File: config.mk
export PLATFORM = sky130hd
export DESIGN_NAME = margin_gradient_alpha_compositor_unit_flat
export DESIGN_NICKNAME = d
export VERILOG_FILES = /design/src/rtl/mgac_pkg.sv /design/src/rtl/mgac_if.sv /design/src/rtl/mgac_front.sv /design/src/rtl/mgac_fifo.sv /design/src/rtl/mgac_back.sv /design/src/rtl/margin_gradient_alpha_compositor_unit.sv /design/src/flat_wrapper.sv
export VERILOG_INCLUDE_DIRS = /design/src /design/src/rtl
export SDC_FILE = /design/constraint.sdc
export NUM_CORES = 2
export LEC_CHECK = 0
export BUFFER_PORTS_ARGS = -buffer_cell sky130_fd_sc_hd__buf_2
export CAP_MARGIN = 0
export CORE_MARGIN = 5
export CORE_UTILIZATION = 25
export CTS_CLUSTER_DIAMETER = 120
export DETAILED_ROUTE_END_ITERATION = 16
export GPL_ROUTABILITY_DRIVEN = 0
export PLACE_DENSITY = 0.43
export SETUP_SLACK_MARGIN = 0.3
export SYNTH_ARGS = -nofsm -noshare
export SYNTH_HDL_FRONTEND = slang
export SYNTH_HIERARCHICAL = 1
export SYNTH_SLANG_ARGS = --single-unit
export TNS_END_PERCENT = 20
File: constraint.sdc
create_clock -name clock -period 10.7 [get_ports clock]
set_clock_uncertainty 0.2 [all_clocks]
set_input_delay 2.14 -clock clock [delete_from_list [all_inputs] [get_ports clock]]
set_output_delay 2.14 -clock clock [all_outputs]
set_load 0.1 [all_outputs]
File: src/rtl/margin_gradient_alpha_compositor_unit_assert.svh
// Assertion helpers for the compositor.
`ifndef MARGIN_GRADIENT_ALPHA_COMPOSITOR_UNIT_ASSERT_SVH
`define MARGIN_GRADIENT_ALPHA_COMPOSITOR_UNIT_ASSERT_SVH

// Same-cycle implication, disabled in reset.
`define MGAC_ASSERT_NOW(label, clk, rst, ante, cons) \
   label: assert property (@(posedge clk) disable iff (rst) (ante) |-> (cons)) \
      else $error("mgac assertion failed");

// Next-cycle implication, disabled in reset.
`define MGAC_ASSERT_NEXT(label, clk, rst, ante, cons) \
   label: assert property (@(posedge clk) disable iff (rst) (ante) |=> (cons)) \
      else $error("mgac assertion failed");

`endif

File: src/rtl/mgac_pkg.sv
`default_nettype none
package mgac_pkg;

   localparam int FIFO_DEPTH = 4;
   localparam int FIFO_PTR_W = $clog2(FIFO_DEPTH);
   localparam int FIFO_CNT_W = $clog2(FIFO_DEPTH + 1);

   localparam int SQRT_STEPS = 3;
   localparam int SQRT_STAGES = 3;
   localparam int DIV_STEPS = 2;
   localparam int DIV_STAGES = 4;

   localparam logic [7:0] BYTE_MAX = 8'hff;

   typedef logic [2:0] csr_index_type;
   localparam csr_index_type CSR_FRAME_WIDTH = 3'd0;
   localparam csr_index_type CSR_FRAME_HEIGHT = 3'd1;
   localparam csr_index_type CSR_MARGIN_SIZE = 3'd2;
   localparam csr_index_type CSR_GRADIENT_WIDTH = 3'd3;
   localparam csr_index_type CSR_BACKGROUND_TINT = 3'd4;

   typedef enum logic [1:0] {
      KIND_PASS = 2'd0,
      KIND_BOX = 2'd1,
      KIND_LINE = 2'd2,
      KIND_CORNER = 2'd3
   } kind_type;

   typedef struct packed {
      logic [13:0] frame_width;
      logic [13:0] frame_height;
      logic [11:0] margin_size;
      logic [7:0] gradient_width;
      logic [31:0] background_tint;
   } cfg_type;

   typedef struct packed {
      kind_type kind;
      logic [7:0] dx;
      logic [7:0] dy;
      logic [31:0] px;
   } entry_type;

   typedef struct packed {
      logic [FIFO_CNT_W-1:0] count;
      logic full;
      logic empty;
   } fifo_stat_type;

   typedef struct packed {
      logic [11:0] rem;
      logic [8:0] root;
   } sqrt_type;

   typedef struct packed {
      logic [8:0] rem;
      logic [7:0] quo;
   } div_type;

   // One radix-4 digit of the integer square root
   function automatic sqrt_type sqrt_step(input sqrt_type cur, input logic [1:0] bits);
      sqrt_type nxt;
      logic [11:0] r2;
      logic [11:0] t;
      r2 = {cur.rem[9:0], bits};
      t = {1'b0, cur.root, 2'b01};
      if (r2 >= t) begin
         nxt.rem = r2 - t;
         nxt.root = {cur.root[7:0], 1'b1};
      end else begin
         nxt.rem = r2;
         nxt.root = {cur.root[7:0], 1'b0};
      end
      return nxt;
   endfunction

   // One restoring step of an 8-bit division
   function automatic div_type div_step(input div_type cur, input logic [7:0] den);
      div_type nxt;
      logic [8:0] r;
      r = {cur.rem[7:0], cur.quo[7]};
      nxt.quo = {cur.quo[6:0], 1'b0};
      if (r >= {1'b0, den}) begin
         nxt.rem = r - {1'b0, den};
         nxt.quo[0] = 1'b1;
      end else begin
         nxt.rem = r;
      end
      return nxt;
   endfunction

endpackage
`default_nettype wire

File: src/rtl/mgac_if.sv
`default_nettype none
interface mgac_req_if #(parameter int COORD_BITS = 13) ();
   logic valid;
   logic ready;
   logic [COORD_BITS-1:0] pixel_x;
   logic [COORD_BITS-1:0] pixel_y;
   logic [31:0] source_pixel;
   modport source (output valid, pixel_x, pixel_y, source_pixel, input ready);
   modport sink (input valid, pixel_x, pixel_y, source_pixel, output ready);
endinterface

interface mgac_rsp_if ();
   logic valid;
   logic ready;
   logic [31:0] canvas_pixel;
   modport source (output valid, canvas_pixel, input ready);
   modport sink (input valid, canvas_pixel, output ready);
endinterface

interface mgac_csr_if ();
   logic valid;
   logic ready;
   logic [2:0] index;
   logic [31:0] data;
   modport source (output valid, index, data, input ready);
   modport sink (input valid, index, data, output ready);
endinterface
`default_nettype wire

File: src/rtl/mgac_front.sv
`default_nettype none
module mgac_front import mgac_pkg::*; #(
   parameter int COORD_BITS = 13
) (
   input wire logic clock,
   input wire logic reset,
   input wire logic req_valid,
   output logic req_ready,
   input wire logic [COORD_BITS-1:0] pixel_x,
   input wire logic [COORD_BITS-1:0] pixel_y,
   input wire logic [31:0] source_pixel,
   input wire cfg_type cfg,
   input wire logic fifo_full,
   output logic push,
   output entry_type entry
);

   localparam int SW = ((COORD_BITS > 14) ? COORD_BITS : 14) + 2;

   logic signed [SW-1:0] xs, ys, ws, hs, ms, gs, mng_raw, mng;
   logic signed [SW-1:0] sx, sy, gx, gy, dxs, dys;
   logic in_xb, in_yb, outside, box, rx, r1, r2, r3, r4, ring;
   logic dx_far, dy_far;
   logic [7:0] dx8, dy8;
   logic valid_ff, valid_in;
   entry_type entry_ff, entry_in;
   logic accept;

   assign xs = signed'(SW'(pixel_x));
   assign ys = signed'(SW'(pixel_y));
   assign ws = signed'(SW'(cfg.frame_width));
   assign hs = signed'(SW'(cfg.frame_height));
   assign ms = signed'(SW'(cfg.margin_size));
   assign gs = signed'(SW'(cfg.gradient_width));

   // region bounds
   assign mng_raw = ms - gs;
   assign mng = (mng_raw < 0) ? '0 : mng_raw;
   assign sx = ws - mng;
   assign sy = hs - mng;
   assign gx = ws - ms;
   assign gy = hs - ms;

   // classify the pixel
   assign in_xb = (xs >= ms) && (xs < gx);
   assign in_yb = (ys >= ms) && (ys < gy);
   assign outside = (xs >= ws) || (ys >= hs);
   assign box = in_xb && in_yb;
   assign rx = (xs >= mng) && (xs < sx);
   assign r1 = rx && (ys >= mng) && (ys < ms);
   assign r2 = rx && (ys >= gy) && (ys < sy);
   assign r3 = (xs >= mng) && (xs < ms) && in_yb;
   assign r4 = (xs >= gx) && (xs < sx) && in_yb;
   assign ring = (cfg.gradient_width != '0) && (r1 || r2 || r3 || r4);

   // axis distances to the box, out-of-range taken as far
   assign dxs = (xs < ms) ? (ms - xs) : (xs - gx);
   assign dys = (ys < ms) ? (ms - ys) : (ys - gy);
   assign dx_far = (dxs < 0) || (dxs > signed'(SW'(BYTE_MAX)));
   assign dy_far = (dys < 0) || (dys > signed'(SW'(BYTE_MAX)));
   assign dx8 = dxs[7:0];
   assign dy8 = dys[7:0];

   always_comb begin
      entry_in.px = source_pixel;
      entry_in.dx = dx8;
      entry_in.dy = dy8;
      entry_in.kind = KIND_PASS;
      if (outside) begin
         entry_in.kind = KIND_PASS;
      end else if (box) begin
         entry_in.kind = KIND_BOX;
      end else if (ring) begin
         if (in_xb) begin
            entry_in.dx = dy8;
            entry_in.kind = (dy_far || (dy8 > cfg.gradient_width)) ? KIND_PASS : KIND_LINE;
         end else if (in_yb) begin
            entry_in.kind = (dx_far || (dx8 > cfg.gradient_width)) ? KIND_PASS : KIND_LINE;
         end else begin
            entry_in.kind = (dx_far || dy_far) ? KIND_PASS : KIND_CORNER;
         end
      end
   end

   // hold one classified word until the queue takes it
   assign push = valid_ff && !fifo_full;
   assign req_ready = !valid_ff || !fifo_full;
   assign accept = req_valid && req_ready;

   always_comb begin
      valid_in = valid_ff;
      if (accept) begin
         valid_in = 1'b1;
      end else if (push) begin
         valid_in = 1'b0;
      end
   end

   always_ff @(posedge clock) begin
      if (reset) begin
         valid_ff <= 1'b0;
      end else begin
         valid_ff <= valid_in;
      end
   end

   always_ff @(posedge clock) begin
      if (accept) begin
         entry_ff <= entry_in;
      end
   end

   assign entry = entry_ff;

endmodule
`default_nettype wire

File: src/rtl/mgac_fifo.sv
`default_nettype none
module mgac_fifo import mgac_pkg::*; (
   input wire logic clock,
   input wire logic reset,
   input wire logic push,
   input wire entry_type push_entry,
   input wire logic pop,
   output logic pop_valid,
   output entry_type pop_entry,
   output fifo_stat_type stat
);

   entry_type mem_ff [FIFO_DEPTH];
   logic [FIFO_PTR_W-1:0] wr_ptr_ff, wr_ptr_in, rd_ptr_ff, rd_ptr_in;
   logic [FIFO_CNT_W-1:0] count_ff, count_in;
   logic do_pop;

   assign do_pop = pop && (count_ff != '0);

   // advance pointers and count
   always_comb begin
      wr_ptr_in = wr_ptr_ff;
      rd_ptr_in = rd_ptr_ff;
      count_in = count_ff;
      if (push) begin
         wr_ptr_in = wr_ptr_ff + 1'b1;
      end
      if (do_pop) begin
         rd_ptr_in = rd_ptr_ff + 1'b1;
      end
      if (push && !do_pop) begin
         count_in = count_ff + 1'b1;
      end else if (!push && do_pop) begin
         count_in = count_ff - 1'b1;
      end
   end

   always_ff @(posedge clock) begin
      if (reset) begin
         wr_ptr_ff <= '0;
         rd_ptr_ff <= '0;
         count_ff <= '0;
      end else begin
         wr_ptr_ff <= wr_ptr_in;
         rd_ptr_ff <= rd_ptr_in;
         count_ff <= count_in;
      end
   end

   always_ff @(posedge clock) begin
      if (push) begin
         mem_ff[wr_ptr_ff] <= push_entry;
      end
   end

   assign pop_valid = (count_ff != '0);
   assign pop_entry = mem_ff[rd_ptr_ff];
   assign stat.count = count_ff;
   assign stat.full = (count_ff == FIFO_CNT_W'(FIFO_DEPTH));
   assign stat.empty = (count_ff == '0);

endmodule
`default_nettype wire

File: src/rtl/mgac_back.sv
`default_nettype none
module mgac_back import mgac_pkg::*; (
   input wire logic clock,
   input wire logic reset,
   input wire logic fifo_valid,
   input wire entry_type fifo_entry,
   output logic pop,
   input wire cfg_type cfg,
   output logic rsp_valid,
   input wire logic rsp_ready,
   output logic [31:0] canvas_pixel
);

   logic en;
   logic [7:0] ta, step;

   // square root pipeline: index 0 holds the sum of squares
   logic v_ff [SQRT_STAGES+1];
   kind_type kind_ff [SQRT_STAGES+1];
   logic [7:0] d_ff [SQRT_STAGES+1];
   logic [31:0] px_ff [SQRT_STAGES+1];
   logic [17:0] sq_ff [SQRT_STAGES+1];
   sqrt_type sr_ff [SQRT_STAGES+1];
   sqrt_type sr_in [SQRT_STAGES+1];
   logic [15:0] sq_a, sq_b;

   // alpha stage
   logic v5_ff, blend5_ff, blend5_in;
   logic [7:0] na5_ff, na5_in;
   logic [31:0] px5_ff;
   logic [8:0] dist_val;
   logic [16:0] prod;

   // output register
   logic rsp_valid_ff;
   logic [31:0] out_ff, out_in;
   logic [7:0] wf;
   logic [8:0] wb;
   logic [17:0] acc [3];

   // step divider over configuration
   div_type dv_ff [DIV_STAGES+1];
   div_type dv_in [DIV_STAGES+1];

   assign ta = cfg.background_tint[31:24];
   assign en = !rsp_valid_ff || rsp_ready;
   assign pop = en && fifo_valid;

   // free-running divider: (255 - tint alpha) / gradient width
   always_comb begin
      dv_in[0].rem = '0;
      dv_in[0].quo = BYTE_MAX - ta;
      for (int s = 1; s <= DIV_STAGES; s++) begin
         dv_in[s] = dv_ff[s-1];
         for (int k = 0; k < DIV_STEPS; k++) begin
            dv_in[s] = div_step(dv_in[s], cfg.gradient_width);
         end
      end
   end

   always_ff @(posedge clock) begin
      for (int s = 0; s <= DIV_STAGES; s++) begin
         dv_ff[s] <= dv_in[s];
      end
   end

   assign step = dv_ff[DIV_STAGES].quo;

   // sum of squares
   assign sq_a = fifo_entry.dx * fifo_entry.dx;
   assign sq_b = fifo_entry.dy * fifo_entry.dy;

   // root digits, three per stage
   always_comb begin
      sr_in[0] = '0;
      for (int s = 1; s <= SQRT_STAGES; s++) begin
         sr_in[s] = sr_ff[s-1];
         for (int k = 0; k < SQRT_STEPS; k++) begin
            sr_in[s] = sqrt_step(sr_in[s],
               sq_ff[s-1][2*(SQRT_STAGES*SQRT_STEPS-1-(s-1)*SQRT_STEPS-k) +: 2]);
         end
      end
   end

   always_ff @(posedge clock) begin
      if (reset) begin
         for (int s = 0; s <= SQRT_STAGES; s++) begin
            v_ff[s] <= 1'b0;
         end
      end else if (en) begin
         v_ff[0] <= fifo_valid;
         for (int s = 1; s <= SQRT_STAGES; s++) begin
            v_ff[s] <= v_ff[s-1];
         end
      end
   end

   always_ff @(posedge clock) begin
      if (en) begin
         kind_ff[0] <= fifo_entry.kind;
         d_ff[0] <= fifo_entry.dx;
         px_ff[0] <= fifo_entry.px;
         sq_ff[0] <= 18'(sq_a) + 18'(sq_b);
         sr_ff[0] <= sr_in[0];
         for (int s = 1; s <= SQRT_STAGES; s++) begin
            kind_ff[s] <= kind_ff[s-1];
            d_ff[s] <= d_ff[s-1];
            px_ff[s] <= px_ff[s-1];
            sq_ff[s] <= sq_ff[s-1];
            sr_ff[s] <= sr_in[s];
         end
      end
   end

   // pick distance and form the blend alpha
   assign dist_val = (kind_ff[SQRT_STAGES] == KIND_CORNER) ? sr_ff[SQRT_STAGES].root
                                                           : {1'b0, d_ff[SQRT_STAGES]};
   assign prod = step * dist_val;

   always_comb begin
      case (kind_ff[SQRT_STAGES])
         KIND_BOX: begin
            blend5_in = 1'b1;
            na5_in = ta;
         end
         KIND_LINE, KIND_CORNER: begin
            blend5_in = (dist_val <= {1'b0, cfg.gradient_width});
            na5_in = ta + prod[7:0];
         end
         default: begin
            blend5_in = 1'b0;
            na5_in = ta;
         end
      endcase
   end

   always_ff @(posedge clock) begin
      if (reset) begin
         v5_ff <= 1'b0;
      end else if (en) begin
         v5_ff <= v_ff[SQRT_STAGES];
      end
   end

   always_ff @(posedge clock) begin
      if (en) begin
         blend5_ff <= blend5_in;
         na5_ff <= na5_in;
         px5_ff <= px_ff[SQRT_STAGES];
      end
   end

   // blend each color channel
   assign wf = BYTE_MAX - na5_ff;
   assign wb = {1'b0, na5_ff} + 9'd1;

   always_comb begin
      out_in = px5_ff;
      for (int c = 0; c < 3; c++) begin
         acc[c] = 18'(wf) * 18'(cfg.background_tint[8*c +: 8])
                  + 18'(wb) * 18'(px5_ff[8*c +: 8]);
      end
      if (blend5_ff) begin
         out_in = {8'h00, acc[2][15:8], acc[1][15:8], acc[0][15:8]};
      end
   end

   always_ff @(posedge clock) begin
      if (reset) begin
         rsp_valid_ff <= 1'b0;
      end else if (en) begin
         rsp_valid_ff <= v5_ff;
      end
   end

   always_ff @(posedge clock) begin
      if (en) begin
         out_ff <= out_in;
      end
   end

   assign rsp_valid = rsp_valid_ff;
   assign canvas_pixel = out_ff;

endmodule
`default_nettype wire

File: src/rtl/margin_gradient_alpha_compositor_unit.sv
// A req word passes the front register, the queue, the root, alpha and output stages.
// Throughput: one pixel per cycle; a stalled rsp holds the root and alpha pipeline.
// The tint step divider settles once a configuration write has passed all its stages.
// Reset (synchronous, active high) clears the pipeline and queue and sets the
// configuration registers to 1024 x 768, margin 64, gradient 4, tint 0x80000000.
`default_nettype none
`include "margin_gradient_alpha_compositor_unit_assert.svh"
module margin_gradient_alpha_compositor_unit import mgac_pkg::*; #(
   parameter int COORD_BITS = 13
) (
   input wire logic clock,
   input wire logic reset,
   mgac_req_if.sink req_if,
   mgac_rsp_if.source rsp_if,
   mgac_csr_if.sink csr_if
);

   cfg_type cfg_ff, cfg_in;
   logic csr_write;
   logic front_push;
   entry_type front_entry;
   logic fifo_valid, back_pop;
   entry_type fifo_entry;
   fifo_stat_type fifo_stat;

   // configuration registers
   assign csr_if.ready = 1'b1;
   assign csr_write = csr_if.valid && csr_if.ready;

   always_comb begin
      cfg_in = cfg_ff;
      if (csr_write) begin
         case (csr_if.index)
            CSR_FRAME_WIDTH: cfg_in.frame_width = csr_if.data[13:0];
            CSR_FRAME_HEIGHT: cfg_in.frame_height = csr_if.data[13:0];
            CSR_MARGIN_SIZE: cfg_in.margin_size = csr_if.data[11:0];
            CSR_GRADIENT_WIDTH: cfg_in.gradient_width = csr_if.data[7:0];
            CSR_BACKGROUND_TINT: cfg_in.background_tint = csr_if.data;
            default: cfg_in = cfg_ff;
         endcase
      end
   end

   always_ff @(posedge clock) begin
      if (reset) begin
         cfg_ff.frame_width <= 14'd1024;
         cfg_ff.frame_height <= 14'd768;
         cfg_ff.margin_size <= 12'd64;
         cfg_ff.gradient_width <= 8'd4;
         cfg_ff.background_tint <= 32'h8000_0000;
      end else begin
         cfg_ff <= cfg_in;
      end
   end

   mgac_front #(.COORD_BITS(COORD_BITS)) u_front (
      .clock(clock),
      .reset(reset),
      .req_valid(req_if.valid),
      .req_ready(req_if.ready),
      .pixel_x(req_if.pixel_x),
      .pixel_y(req_if.pixel_y),
      .source_pixel(req_if.source_pixel),
      .cfg(cfg_ff),
      .fifo_full(fifo_stat.full),
      .push(front_push),
      .entry(front_entry)
   );

   mgac_fifo u_fifo (
      .clock(clock),
      .reset(reset),
      .push(front_push),
      .push_entry(front_entry),
      .pop(back_pop),
      .pop_valid(fifo_valid),
      .pop_entry(fifo_entry),
      .stat(fifo_stat)
   );

   mgac_back u_back (
      .clock(clock),
      .reset(reset),
      .fifo_valid(fifo_valid),
      .fifo_entry(fifo_entry),
      .pop(back_pop),
      .cfg(cfg_ff),
      .rsp_valid(rsp_if.valid),
      .rsp_ready(rsp_if.ready),
      .canvas_pixel(rsp_if.canvas_pixel)
   );

   `MGAC_ASSERT_NOW(a_fifo_bound, clock, reset, 1'b1, fifo_stat.count <= FIFO_CNT_W'(FIFO_DEPTH))
   `MGAC_ASSERT_NOW(a_no_ring, clock, reset, front_push && (cfg_ff.gradient_width == 8'd0), front_entry.kind == KIND_PASS || front_entry.kind == KIND_BOX)
   `MGAC_ASSERT_NEXT(a_csr_ignore, clock, reset, csr_write && (csr_if.index > CSR_BACKGROUND_TINT), $stable(cfg_ff))

endmodule
`default_nettype wire
File: src/flat_wrapper.sv
// flat-port wrapper written by rule: the top's interface ports become plain ports
module margin_gradient_alpha_compositor_unit_flat import mgac_pkg::*;
#(
   parameter int COORD_BITS = 13
)
  (clock, reset, req_if_valid, req_if_pixel_x, req_if_pixel_y, req_if_source_pixel, req_if_ready, rsp_if_valid, rsp_if_canvas_pixel, rsp_if_ready, csr_if_valid, csr_if_index, csr_if_data, csr_if_ready);
  mgac_req_if #(.COORD_BITS(COORD_BITS)) req_if_i ();
  mgac_rsp_if rsp_if_i ();
  mgac_csr_if csr_if_i ();
  input wire logic clock;
  input wire logic reset;
  input wire logic [$bits(req_if_i.valid)-1:0] req_if_valid;
  input wire logic [$bits(req_if_i.pixel_x)-1:0] req_if_pixel_x;
  input wire logic [$bits(req_if_i.pixel_y)-1:0] req_if_pixel_y;
  input wire logic [$bits(req_if_i.source_pixel)-1:0] req_if_source_pixel;
  output wire logic [$bits(req_if_i.ready)-1:0] req_if_ready;
  output wire logic [$bits(rsp_if_i.valid)-1:0] rsp_if_valid;
  output wire logic [$bits(rsp_if_i.canvas_pixel)-1:0] rsp_if_canvas_pixel;
  input wire logic [$bits(rsp_if_i.ready)-1:0] rsp_if_ready;
  input wire logic [$bits(csr_if_i.valid)-1:0] csr_if_valid;
  input wire logic [$bits(csr_if_i.index)-1:0] csr_if_index;
  input wire logic [$bits(csr_if_i.data)-1:0] csr_if_data;
  output wire logic [$bits(csr_if_i.ready)-1:0] csr_if_ready;
  assign req_if_i.valid = req_if_valid;
  assign req_if_i.pixel_x = req_if_pixel_x;
  assign req_if_i.pixel_y = req_if_pixel_y;
  assign req_if_i.source_pixel = req_if_source_pixel;
  assign req_if_ready = req_if_i.ready;
  assign rsp_if_valid = rsp_if_i.valid;
  assign rsp_if_canvas_pixel = rsp_if_i.canvas_pixel;
  assign rsp_if_i.ready = rsp_if_ready;
  assign csr_if_i.valid = csr_if_valid;
  assign csr_if_i.index = csr_if_index;
  assign csr_if_i.data = csr_if_data;
  assign csr_if_ready = csr_if_i.ready;
  margin_gradient_alpha_compositor_unit #(.COORD_BITS(COORD_BITS)) u_core (.clock(clock), .reset(reset), .req_if(req_if_i), .rsp_if(rsp_if_i), .csr_if(csr_if_i));
endmodule
* After elaboration in Yosys (flattened, before gate mapping) *
Memories as Yosys holds them, arrays and structs flattened. A register that Yosys moved wholly into a read port is not among the register bits.
Index checks and enable logic that the tools add are counted.

storage, ports and cells
  register bits after elaboration = 180
  bits in latches = 0
  memory bits (writable) = 613
  ROM bits = 0
  bits of input ports = 98
  output and inout port bits = 35
  memories = 8

cells by class
  add/sub/neg operators = 38
  $mul = 9
  divide/modulo/power cells = 0
  order comparisons = 39
  eq/ne operators = 8
  shift-type cells = 0
  muxes and demuxes = 60
  bitwise logic cells = 5
  reductions and logical operators = 47

memories
  name                  depth  bits a word  read ports  clocked after Yosys merged registers in  write ports  line             RTL
  u_core.u_fifo.mem_ff  4      50           1           1                                        1            mgac_fifo.sv:13  entry_type mem_ff [FIFO_DEPTH];
  u_core.u_back.px_ff   4      32           4           1                                        4            mgac_back.sv:21  logic [31:0] px_ff [SQRT_STAGES+1];
  u_core.u_back.dv_ff   5      17           5           0                                        5            mgac_back.sv:42  div_type dv_ff [DIV_STAGES+1];
  u_core.u_back.sr_ff   4      21           4           0                                        4            mgac_back.sv:23  sqrt_type sr_ff [SQRT_STAGES+1];
  u_core.u_back.sq_ff   4      18           3           0                                        4            mgac_back.sv:22  logic [17:0] sq_ff [SQRT_STAGES+1];
  u_core.u_back.d_ff    4      8            4           0                                        4            mgac_back.sv:20  logic [7:0] d_ff [SQRT_STAGES+1];
  +2 memories           n/a    n/a          n/a         n/a                                      n/a          n/a

operators by type and width
  operator               number
  $mux W19               6
  $ge A12 B11 Y1         9
  $mul A8 B8 Y16         5
  $ge A9 B8 Y1           8
  $mux W8                8
  $mux W21               3
  $sub A10 B10 Y10       6
  $mux W9                6
  $add A16 B16 Y16       3
  $mul A9 B8 Y16         3
  $mux W16               3
  $sub A12 B11 Y12       3
  $sub A9 B8 Y9          4
  $ge A14 B16 Y1         2
  $gt A16 B9 Y1 const B  2
  $lt A14 B16 Y1         2
  $lt A16 B1 Y1 const B  2
  $sub A14 B15 Y16       2
  $sub A15 B16 Y16       2
  $sub A8 B8 Y8          4
  $ge A14 B15 Y1         2
  $lt A14 B15 Y1         2
  $sub A14 B12 Y15       2
  $ge A13 B14 Y1         2
  other kinds (37)       115

* Logic depth before layout (Yosys ltp) *
  word-level depth = 15
  mapped depth = 31
  depth with buffers taken out = 31

* Hierarchy *
Netlist, hierarchy kept.

modules (own cells, without submodules)
  module                                 times used  cells an instance  area an instance (sq um)
  mgac_back                              1           3184               34611.9
  mgac_front                             1           1095               9203.8
  mgac_fifo                              1           307                7714.9
  margin_gradient_alpha_compositor_unit  1           311                3344.5

* Worst setup path before layout *
Ideal clock, no wire load.

  path kind = input to register
  start point = input rsp_if_ready
  end point = register u_core.u_back.blend5_ff, enable pin
  setup time = 0.663 ns
  arrival time = 8.286 ns
  slack = 1.551 ns
  cell stages on the path = 2
  path through = nor2b_1 inv_1

on the way
  word-level cells in the longest chain between the ends = 1

ends and longest elaborated chain
  element                 line                RTL
  start: declaration      flat_wrapper.sv:19  input wire logic [$bits(rsp_if_i.ready)-1:0] rsp_if_ready;
  $logic_or A1 B1 Y1      mgac_back.sv:46     assign en = !rsp_valid_ff || rsp_ready;
  end signal: assignment  mgac_back.sv:147    blend5_ff <= blend5_in;
  end: declaration        mgac_back.sv:28     logic v5_ff, blend5_ff, blend5_in;

Every way passes these cells.
A chain may end at the register's enable or synchronous reset.

==> results.sh <==
export IMPL_cp_buffers_inverters=2
export IMPL_worst_hold_check_slack_ns=0.120
export IMPL_hpwl_um=113000
export IMPL_finish_utilization_pct=28.2
export IMPL_crit_reg2reg_launch="u_core/cfg_ff[34]"
export IMPL_worstHoldPathType="register to register"
export IMPL_design_core_area_um2=219000
export IMPL_dieWidth_um=478
export IMPL_post_cts_repair_setup_buffers=0
export IMPL_timing_hold_worst_endpoint="u_core/u_back/dv_ff[0][62]"
export IMPL_cts_hold_buffers=0
export IMPL_clkTransAtPathRegs_ns=0.06
export IMPL_htree_levels=3
export IMPL_grt_max_degree=154
export IMPL_start_util_pct=25.0
export IMPL_cts_tree="built"
export IMPL_std_cell_rows=172
export IMPL_critPathTopFamily="compound AO/OA/AOI/OAI gates"
export IMPL_crit_path_start_kind="register"
export IMPL_die_h_um=478
export IMPL_timing_reg2reg_worst_path_depth=29
export IMPL_stages_on_worst_setup_path=29
export IMPL_drtIter0Drc=1763
export IMPL_area_of_the_die_um2=229000
export IMPL_rrSetupSlack_ns=1.93
export IMPL_report_final_slew_viol_count=0
export IMPL_post_synth_cell_area_avg_um2=11.2
export IMPL_drt_drc_violations_left=0
export IMPL_layout_drive_gt1_share_pct=9.43
export IMPL_final_fill_count=22800
export IMPL_rsz_0062_raised_after_global_routing="no"
export IMPL_antenna_violation_net_count_after_detailed_routing=0
export IMPL_timing_critical_path_slowest_cell_delay_ns=0.69
export IMPL_cp_max_fo=8
export IMPL_finish_instance_area_um2=61800
export IMPL_via_per_inst=4.43
export IMPL_area_growth_synth_to_final_pct=12.6
export IMPL_cp_required_ns=10.92
export IMPL_setup_tns_ns=0
export IMPL_endpoint_kind="register"
export IMPL_min_period_over_period_pct=81.9
export IMPL_port_buffers=131
export IMPL_dpl_instance_area_um2=59000
export IMPL_crit_arrival_ns=8.99
export IMPL_cts_inserted_buffers=87
export IMPL_vias=35400
export IMPL_max_cap_violations=0
export IMPL_finalSetupViolCount=0
export IMPL_run_status="finished clean"
export IMPL_relSlewSlack_pct=22.2
export IMPL_critical_hold_path_startpoint="u_core/u_back/dv_ff[0][43]"
export IMPL_cts_root_buf="sky130_fd_sc_hd__clkbuf_16"
export IMPL_pin_count=133
export IMPL_syn_num_nets=5974
export IMPL_fin_crit_ns=8.77
export IMPL_maxClockFrequency_mhz=114
export IMPL_antenna_found_initial=10
export IMPL_syn_cell_area_um2=54900
export IMPL_grt_pass1_vias=38200
export IMPL_criticalPathCategory="register to register"
export IMPL_globalRouteOverflowTotal=0
export IMPL_syn_instance_count=4896
export IMPL_drt_pass1_iter_count=5
export IMPL_bufs_on_longest_clock_path=3
export IMPL_grt_pass1_wl_um=232000
export IMPL_whs_path_depth=0
export IMPL_route_final_wire_length_um=150000
export IMPL_grt_use_total_pct=13.1
export IMPL_source_to_sink_clock_delay_at_the_later_pin_of_the_worst_skew_pair_ns=0.69
export IMPL_worstMarginPinSlew_ns=1.16
export IMPL_routed_wire_length_per_instance_um=18.7
export IMPL_finish_net_count=6120
export IMPL_regToRegEndpoint="u_core/u_front/entry[42]"
export IMPL_yosys_warnings=6
export IMPL_final_hold_viol_count=0
export IMPL_critPathSlowestCell="sky130_fd_sc_hd__a2111oi_0"
export IMPL_postCtsResizedCells=0
export IMPL_clock_sinks=724
-- cells in the final DEF (no fill, tap or decap), types with 73 or more instances in the layout --
cell type                     n
sky130_fd_sc_hd__a21o_1      73
sky130_fd_sc_hd__dfxtp_1    154
sky130_fd_sc_hd__nand2_1    227
sky130_fd_sc_hd__nand2b_1   259
sky130_fd_sc_hd__clkbuf_16   88
sky130_fd_sc_hd__nor2b_1    184
sky130_fd_sc_hd__buf_2      130
sky130_fd_sc_hd__inv_1      734
sky130_fd_sc_hd__edfxtp_1   568
sky130_fd_sc_hd__xnor2_1    146
sky130_fd_sc_hd__mux2i_1    115
sky130_fd_sc_hd__a21oi_1    172
sky130_fd_sc_hd__nor2_1     209
sky130_fd_sc_hd__ha_1       567
sky130_fd_sc_hd__fa_1       413
sky130_fd_sc_hd__o21ai_0    131
sky130_fd_sc_hd__and2_1     135
-- through the flow --
| stage | cells | worst slack (ns) |
|---|---|---|
| after floorplan | 4896 | 1.55 |
| after global placement | 7824 | 2.06 |
| after detailed placement | 7824 | 1.90 |
| after CTS | 7985 | 1.96 |
| after global routing | 7985 | 1.35 |
| final | 7992 | 1.93 |
-- state kept, by name, indices dropped and copies added, names as in the netlist, 2 cells and up, named ones only --
name                        cells
u_core/u_back/sq_ff            35
u_core/u_back/sr_ff            38
u_core/u_back/na5_ff            8
u_core/u_fifo/rd_ptr_ff         2
u_core/u_back/kind_ff           8
u_core/u_back/dv_ff            64
u_core/u_front/entry           50
u_core/u_fifo/mem_ff          200
u_core/u_back/px_ff           128
u_core/u_back/px5_ff           32
u_core/u_back/canvas_pixel     32
u_core/u_fifo/count_ff          3
u_core/cfg_ff                  80
u_core/u_back/v_ff              4
u_core/u_fifo/wr_ptr_ff         2
u_core/u_back/d_ff             32
-- how the worst max path moves through the flow --
stage	startpoint	end	slack (ns)
detailed placement	u_core/u_back/na5_ff[4]	u_core/u_back/canvas_pixel[23]	1.90
global placement	u_core/u_back/na5_ff[4]	u_core/u_back/canvas_pixel[15]	2.06
CTS	u_core/u_back/na5_ff[4]	u_core/u_back/canvas_pixel[23]	1.96
finish	u_core/cfg_ff[34]	u_core/u_front/entry[42]	1.93
floorplan	rsp_if_ready	u_core/u_back/blend5_ff	1.55
global route	u_core/cfg_ff[34]	u_core/u_front/entry[41]	1.35
-- area by class of cell --
cell class,instances,area [um2],area share (%)
Clock inverter,49,477,0.772
Timing Repair Buffer,177,1020,1.64
Tap cell,2871,3590,5.81
Sequential cell,724,20200,32.7
Multi-Input combinational cell,3316,31400,50.8
Inverter,736,2780,4.49
Antenna cell,7,17.5,0.0284
Clock buffer,112,2320,3.76
-- worst register-to-register path: cells and delay by family (launching register included) --
family / cells / cell delay (ns)
simple gates: 8 / 2.51
buf+inv: 2 / 0.40
flops: 1 / 0.47
compound gates: 15 / 3.56
fa+ha+maj: 3 / 0.99
mux: 1 / 0.41
-- layer usage --
metal	wire length (um)	part of all wire (%)	up-vias	GRT usage [%]
met1	68700	46	17700	17.2
met5	0	0	-	0
met4	3200	2.1	0	2.80
li1	-	-	17000	-
met3	4590	3.1	186	1.56
met2	73200	49	564	23.0
Power is left out: the tool's default activity adds up to more than one toggle a clock period on the data nets, which glitch-free logic cannot reach.
